$ cat config.mk
export PLATFORM = sky130hd
export DESIGN_NAME = sig_back
export DESIGN_NICKNAME = d
export VERILOG_FILES = /design/src/sv/segment_intersect_gate_macros.svh /design/src/sv/sig_pkg.sv /design/src/sv/sig_back.sv
export SDC_FILE = /design/constraint.sdc
export NUM_CORES = 2
export LEC_CHECK = 0
export ABC_CLOCK_PERIOD_IN_PS = 7500
export BUFFER_PORTS_ARGS = -buffer_cell sky130_fd_sc_hd__buf_4
export CAP_MARGIN = 20
export CORE_MARGIN = 5
export CORE_UTILIZATION = 49
export DETAILED_ROUTE_END_ITERATION = 16
export GPL_TIMING_DRIVEN = 0
export PLACE_DENSITY = 0.67
export SLEW_MARGIN = 20
export SYNTH_ARGS = -nofsm -noshare
export SYNTH_HDL_FRONTEND = slang
export SYNTH_SLANG_ARGS = --single-unit
$ cat constraint.sdc
create_clock -name aclk -period 7.5 [get_ports aclk]
set_input_delay 0.75 -clock aclk [delete_from_list [all_inputs] [get_ports aclk]]
set_output_delay 0.75 -clock aclk [all_outputs]
set_load 0.05 [all_outputs]
$ cat src/sv/segment_intersect_gate_macros.svh
// Assertion macros for the segment intersection gate.
`ifndef SEGMENT_INTERSECT_GATE_MACROS_SVH
`define SEGMENT_INTERSECT_GATE_MACROS_SVH
`ifndef SYNTH
`define SIG_ASSERT(label, prop, msg) \
    label: assert property (@(posedge aclk) disable iff (!aresetn) prop) else $error(msg);
`define SIG_ASSERT_NEVER(label, expr, msg) \
    label: assert property (@(posedge aclk) disable iff (!aresetn) !(expr)) else $error(msg);
`else
`define SIG_ASSERT(label, prop, msg)
`define SIG_ASSERT_NEVER(label, expr, msg)
`endif
`endif

$ cat src/sv/sig_pkg.sv
`timescale 1ns / 1ps
`default_nettype none
package sig_pkg;
    localparam int COORD_BITS = 12;
    localparam int CB   = COORD_BITS;
    localparam int RXW  = 12;
    localparam int RWW  = 13;
    localparam int EW   = 14;
    localparam int DW   = CB + 1;
    localparam int LW   = 2 * CB + 1;
    localparam int DENW = 2 * CB + 2;
    localparam int CAW  = 2 * CB + 1;
    localparam int PNW  = CAW + DW;
    localparam int NW   = PNW + 1;
    localparam int D2W  = 4 * CB + 2;
    localparam int HW   = D2W / 2;
    localparam int KW   = 20;
    localparam int LHW  = D2W + KW;
    localparam int QW   = EW - 1;
    localparam int NNW  = EW + LW + 2;
    localparam int DDW  = LW + 1;
    localparam int CW   = ((NW > EW + LW) ? NW : EW + LW) + 1;
    localparam int XW   = ((CB > QW) ? CB : QW) + 1;

    localparam logic [KW-1:0] COS_DEN2 = KW'(1000000);
    localparam logic [KW-1:0] COS_NUM2 = KW'(499849);

    typedef enum logic [1:0] {
        REG_ROI_X = 2'd0,
        REG_ROI_Y = 2'd1,
        REG_ROI_W = 2'd2,
        REG_ROI_H = 2'd3
    } reg_idx_t;

    typedef struct packed {
        logic [CB-1:0] a_start_x;
        logic [CB-1:0] a_start_y;
        logic [CB-1:0] a_end_x;
        logic [CB-1:0] a_end_y;
        logic [CB-1:0] b_start_x;
        logic [CB-1:0] b_start_y;
        logic [CB-1:0] b_end_x;
        logic [CB-1:0] b_end_y;
    } seg_pair_t;

    typedef struct packed {
        logic          found;
        logic [CB-1:0] cross_x;
        logic [CB-1:0] cross_y;
    } crossing_t;

    typedef struct packed {
        logic [RXW-1:0] x;
        logic [RXW-1:0] y;
        logic [RWW-1:0] w;
        logic [RWW-1:0] h;
    } roi_t;

    typedef struct packed {
        seg_pair_t     pts;
        logic [LW-1:0] la;
        logic [LW-1:0] lb;
        logic          ok;
    } side_t;

    typedef struct packed {
        logic [NNW-1:0] n_x;
        logic [NNW-1:0] n_y;
        logic [DDW-1:0] d;
        side_t          side;
    } div_in_t;

    typedef struct packed {
        logic [QW-1:0] q_x;
        logic [QW-1:0] q_y;
        side_t         side;
    } div_out_t;
endpackage
`default_nettype wire

$ cat src/sv/sig_back.sv
`timescale 1ns / 1ps
`default_nettype none
module sig_back (
    input  wire                 aclk,
    input  wire                 aresetn,
    input  wire                 s_valid,
    output logic                s_ready,
    input  sig_pkg::div_out_t   s_data,
    output logic                m_valid,
    input  wire                 m_ready,
    output sig_pkg::crossing_t  m_data
);
    import sig_pkg::*;

    localparam int NS  = 4;
    localparam int SQW = 2 * XW;
    localparam int SDW = 2 * XW + 1;
    localparam int CMW = ((SDW + 2 > LW) ? SDW + 2 : LW) + 1;

    logic [NS-1:0] v_reg;
    logic [NS:0]   en;

    always_comb begin
        en[NS] = m_ready;
        for (int k = NS - 1; k >= 0; k--) begin
            en[k] = !v_reg[k] || en[k+1];
        end
    end

    always_ff @(posedge aclk) begin
        if (!aresetn) begin
            v_reg <= '0;
        end else begin
            if (en[0]) begin
                v_reg[0] <= s_valid;
            end
            for (int k = 1; k < NS; k++) begin
                if (en[k]) begin
                    v_reg[k] <= v_reg[k-1];
                end
            end
        end
    end

    assign s_ready = en[0];
    assign m_valid = v_reg[NS-1];

    logic [CB-1:0] crd [8];
    logic [QW-1:0] rnd [8];

    always_comb begin
        crd[0] = s_data.side.pts.a_start_x;
        crd[1] = s_data.side.pts.a_start_y;
        crd[2] = s_data.side.pts.a_end_x;
        crd[3] = s_data.side.pts.a_end_y;
        crd[4] = s_data.side.pts.b_start_x;
        crd[5] = s_data.side.pts.b_start_y;
        crd[6] = s_data.side.pts.b_end_x;
        crd[7] = s_data.side.pts.b_end_y;
        for (int i = 0; i < 8; i++) begin
            rnd[i] = (i % 2 == 0) ? s_data.q_x : s_data.q_y;
        end
    end

    // stage 1: offsets from the rounded crossing
    logic signed [XW-1:0] dif1_reg [8];
    logic                 ok1_reg;
    logic [LW-1:0]        la1_reg, lb1_reg;
    logic [QW-1:0]        qx1_reg, qy1_reg;

    always_ff @(posedge aclk) begin
        if (en[0]) begin
            for (int i = 0; i < 8; i++) begin
                dif1_reg[i] <= $signed(XW'(crd[i])) - $signed(XW'(rnd[i]));
            end
            ok1_reg <= s_data.side.ok &&
                       (XW'(s_data.q_x) <= XW'((1 << CB) - 1)) &&
                       (XW'(s_data.q_y) <= XW'((1 << CB) - 1));
            la1_reg <= s_data.side.la;
            lb1_reg <= s_data.side.lb;
            qx1_reg <= s_data.q_x;
            qy1_reg <= s_data.q_y;
        end
    end

    // stage 2: squares
    logic [SQW-1:0]  sq2_reg [8];
    logic            ok2_reg;
    logic [LW-1:0]   la2_reg, lb2_reg;
    logic [QW-1:0]   qx2_reg, qy2_reg;

    always_ff @(posedge aclk) begin
        if (en[1]) begin
            for (int i = 0; i < 8; i++) begin
                sq2_reg[i] <= SQW'(dif1_reg[i]) * SQW'(dif1_reg[i]);
            end
            ok2_reg <= ok1_reg;
            la2_reg <= la1_reg;
            lb2_reg <= lb1_reg;
            qx2_reg <= qx1_reg;
            qy2_reg <= qy1_reg;
        end
    end

    // stage 3: squared distances to the four end points
    logic [SDW-1:0] dst3_reg [4];
    logic           ok3_reg;
    logic [LW-1:0]  la3_reg, lb3_reg;
    logic [QW-1:0]  qx3_reg, qy3_reg;

    always_ff @(posedge aclk) begin
        if (en[2]) begin
            for (int i = 0; i < 4; i++) begin
                dst3_reg[i] <= SDW'(sq2_reg[2*i]) + SDW'(sq2_reg[2*i+1]);
            end
            ok3_reg <= ok2_reg;
            la3_reg <= la2_reg;
            lb3_reg <= lb2_reg;
            qx3_reg <= qx2_reg;
            qy3_reg <= qy2_reg;
        end
    end

    // stage 4: nearer end point test, result register
    logic [SDW-1:0] da, db;
    logic           good;
    crossing_t      out_next;
    crossing_t      out_reg;

    always_comb begin
        da   = (dst3_reg[1] < dst3_reg[0]) ? dst3_reg[1] : dst3_reg[0];
        db   = (dst3_reg[3] < dst3_reg[2]) ? dst3_reg[3] : dst3_reg[2];
        good = ok3_reg &&
               ((CMW'(da) << 2) < CMW'(la3_reg)) &&
               ((CMW'(db) << 2) < CMW'(lb3_reg));
        out_next.found   = good;
        out_next.cross_x = good ? CB'(qx3_reg) : '0;
        out_next.cross_y = good ? CB'(qy3_reg) : '0;
    end

    always_ff @(posedge aclk) begin
        if (en[3]) begin
            out_reg <= out_next;
        end
    end

    assign m_data = out_reg;
endmodule
`default_nettype wire

---- Yosys cells after proc, flatten, opt, wreduce, memory -nomap -nowiden ----
Memory sizes are Yosys's and may differ from the RTL's.
Cells that the tools add are included.
word-level totals
  word-level logic and storage cells ...... 71
  memories kept ........................... 3
  input port bits ......................... 177
  flip-flop bits (word level) ............. 254
  bits in writable memories ............... 452
  output and inout bits ................... 27
memories
  name      depth  bits a word  read ports  clocked after memory_dff  write ports  line             RTL
  sq2_reg   8      28           8           0                         8            sig_back.sv:87   logic [SQW-1:0] sq2_reg [8];
  dst3_reg  4      29           4           0                         4            sig_back.sv:106  logic [SDW-1:0] dst3_reg [4];
  dif1_reg  8      14           8           0                         8            sig_back.sv:66   logic signed [XW-1:0] dif1_reg [8];
operators by class
  multiplexer cells ....................... 8
  reductions and logical operators ........ 12
  multipliers ............................. 8
  $lt $le $gt $ge ......................... 6
  $add $sub $neg .......................... 12
operators by type and width
  operator                number
  $mul A14 B14 Y28        8
  $add A28 B28 Y29        4
  $sub A12 B13 Y14        8
  $lt A31 B25 Y1          2
  $lt A29 B29 Y1          2
  $mux W29                2
  $le A13 B12 Y1 const B  2
  $mux W1                 6
  $logic_and A1 B1 Y1     4
  $logic_not A1 Y1        4
  $logic_or A1 B1 Y1      4

---- Longest topological paths before layout ----
  depth after elaboration ................. 7
  depth in mapped cells ................... 25
  gate-level depth less buffers ........... 24

---- Least setup slack after synthesis ----
Ideal clock, no wire load.
  path type ............................... in2reg
  start point ............................. in m_ready
  end point ............................... reg la2_reg[0] (enable)
  data required time ...................... 6.858 ns
  data arrival time ....................... 6.661 ns
  slack ................................... 0.197 ns
  setup time .............................. 0.642 ns
  buffers on the path ..................... 0
  stages on the path ...................... 3
  cells stage by stage .................... nor2b_1 -> and3_1 -> inv_1
on the way
  word-level cells in the longest chain between the ends .. 3
ends and longest elaborated chain
  what                             line            RTL
  start, declared                  sig_back.sv:10  input wire m_ready,
  $logic_or A1 B1 Y1 (3 in a row)  sig_back.sv:26  en[k] = !v_reg[k] || en[k+1];
  net en[1]                        sig_back.sv:21  logic [NS:0] en;
  end signal, assigned             sig_back.sv:98  la2_reg <= la1_reg;
  end, declared                    sig_back.sv:89  logic [LW-1:0] la2_reg, lb2_reg;
The timed path passes the listed nets, and every way through them passes these cells.
A chain may end at the register's enable or synchronous reset.

==> run metrics <==
outcome finished clean; main area contributors after synthesis fa_1 33%, edfxtp_1 24%, ha_1 12%; final weighted congestion in routability-driven placement 0.9290; final net count 10900; critical path launch point type flop; Total Die Area 183400 um2; die span in y 428.3 um; DR DRC count 0; capture point of the critical path sq2_reg[1][82]$_DFFE_PP_; share of post-route cells with drive strength above 1 5.274%; final cell area excluding filler cells 93430 um2; CP endpoint kind flop; vias in the first global route 60120; clk_lat worst skew 0.70 ns; reg-to-reg slack, setup 0.24 ns; slew at the pin closest to its max-slew limit 1.195 ns; Worst Skew 0.03942 ns; 1st-iter DRT viols 3691; Slew Viols, Final 0; instance count of the mapped netlist 8184; kind of critical path flop to flop; worst reg2reg path endpoint sq2_reg[1][82]$_DFFE_PP_; depth of the most critical reg-to-reg path 20; Remaining Overflow, GRT 0; initial standard-cell utilization of the core 49.27%; post-synthesis average cell area 10.48 um2; ratio of final minimum period to clock period 96.77%; vias after detailed routing 56490; most used standard cell by instance count after synthesis inv_1; mean number of vias per cell 5.190; horizontal die dimension 428.3 um; DP HPWL 167500 um; number of port buffers 201; total I/O pin count 204; count of yosys warnings during synthesis 0; cell accounting for the most synthesized area fa_1; total instance count after detailed placement 10730; highest fanout seen on the critical path 10; antenna violations before repair 21; final hold viol count 0; r2r startpoint dif1_reg[1][30]$_DFFE_PP_; Crit. Startpoint dif1_reg[1][30]$_DFFE_PP_; flip-flop cell with the highest count after synthesis edfxtp_1; Cell Area, Synth 85730 um2; fraction of the yosys area taken by sequential cells 24.40%; CTS tree done; setup slack of the critical path after layout 0.2424 ns; average routed wire per standard cell 18.50 um; Non-Filler Instances 10890; Reg clk slew, reported paths 0.07 ns; layout overhead on the synthesized area 8.978%; highest clock rate 137.8 MHz; Core ar. 174000 um2; class of the tightest hold or removal check primary input to flop; flip-flop count of the largest register after layout 216; number of enable flip-flop cells after synthesis 694; final critical-path required period 7.258 ns; register bit total from synthesis 698; Max Buffers Root-to-Sink 3; total number of H-tree levels 3; MaxCap Viol Count 0; clk sink count 698; first-pass GRT wire length 322600 um; total detailed-routing wirelength 201400 um; antenna viol nets, final 0; final number of setup-violating endpoints 0; proportion of register bits with asynchronous set or reset after synthesis 0%; number of search-and-repair iterations in the first detailed-routing pass 7; All-Layer GR Usage 22.44%; post-placement worst setup slack -0.1625 ns; area share of the largest cell type after synthesis 32.78%; critical path data required time 7.91 ns; area after detailed placement 90550 um2; number of CTS-inserted buffers 80; worst relative slew slack 19.46%; library cells used by synthesis 82; commonest cells in the synthesized netlist 2074 x inv_1, 1404 x fa_1, 834 x ha_1; Worst EP arrival 7.67 ns; master cell of the clock root buffer clkbuf_16; number of placement rows 153; pin count of the biggest net entering global routing 106
[worst max-delay path, cell delays in order, from the launching register on]
cell and delay (ns):
edfxtp_1 0.55, clkbuf_2 0.35, nand2_1 0.20, fa_1 0.56, fa_2 0.72, inv_1 0.18
fa_1 0.50, fa_1 0.50, fa_1 0.49, inv_1 0.05, fa_1 0.49, inv_1 0.05
ha_1 0.32, o21ai_0 0.14, nor2b_1 0.18, or3_1 0.37, o2bb2ai_1 0.36, a41oi_1 0.24
a21oi_1 0.29, nor4_1 0.09, a311o_1 0.35
[routing by layer]
layer / track usage (%) / part of all wire, % / vias to the layer above
met5: 0 / 0.011 / -
met4: 10.66 / 5.1 / 4
met3: 3.055 / 5.4 / 296
met2: 36.98 / 48 / 1344
met1: 29.49 / 41 / 28630
li1: - / - / 26210
[cells by family (layout without fill, tap and decap cells)]
group                      after synthesis  count (layout)  synth area share [%]
adders and majority gates             2238            2238                 44.96
buffers and inverters                 2219            2584                 9.715
and+or+nand+nor                       1671            1671                 9.464
AOI/OAI and AO/OA                      912             912                 6.870
DFF                                    698             698                 24.40
xor gates and xnor gates               426             426                 4.352
muxes                                   19              19                0.2364
other                                    1              12              0.004374
[per-stage QoR]
step	util, %	TNS [ns]	hold slack [ns]
floorplan	-	0	0.4003
global placement	51.81	-1113.66	0.4001
detailed placement	52.04	-0.1625	0.4045
CTS	53.65	0	0.1885
global route	53.69	-0.001029	0.2088
finish	53.69	0	0.2457
[worst min-delay path by stage]
stage,slack (ns),from,end,depth (start not counted)
global placement,0.40,qy2_reg[2]$_DFFE_PP_,qy3_reg[2]$_DFFE_PP_,0
detailed placement,0.40,la1_reg[20]$_DFFE_PP_,la2_reg[20]$_DFFE_PP_,0
CTS,0.19,s_data[24],lb1_reg[23]$_DFFE_PP_,1
finish,0.25,s_data[5],lb1_reg[4]$_DFFE_PP_,1
global route,0.21,s_data[1],lb1_reg[0]$_DFFE_PP_,1
floorplan,0.40,la1_reg[0]$_DFFE_PP_,la2_reg[0]$_DFFE_PP_,0
[final cells by class]
type | instances | area [um2]
clock inverter | 62 | 757.0
clock buffer | 86 | 2046
timing repair buffer | 218 | 1874
fill | 15160 | 80580
antenna | 8 | 20.02
multi-input combinational | 5270 | 56550
buffer | 144 | 565.5
tap | 2325 | 2909
inverter | 2074 | 7792
sequential | 698 | 20920
[repair_timing]
item	4_1_cts	5_1_grt
hold buffers	0	0
gates cloned	0	0
pin swaps	0	0
endpoints found under the setup margin	1	8
buffers inserted	0	3
gates resized for setup	2	37
[cell usage in the layout (no fill, tap or decap), types with 56 or more instances in the layout]
cell type	netlist	layout
xor2_1	96	96
clkbuf_1	144	129
nor2_1	369	369
nor3_1	56	56
nand2_1	552	550
ha_1	834	834
edfxtp_1	694	694
clkbuf_16	0	81
buf_4	0	204
o21a_1	61	61
nor2b_1	141	141
o21ai_0	218	217
xnor2_1	330	330
and2_1	297	297
a21oi_1	217	217
inv_1	2074	2072
a21o_1	125	125
fa_1	1404	1402
Power is not shown: default switching activity piles up to over one toggle a cycle in this logic, so the estimate is an artifact.
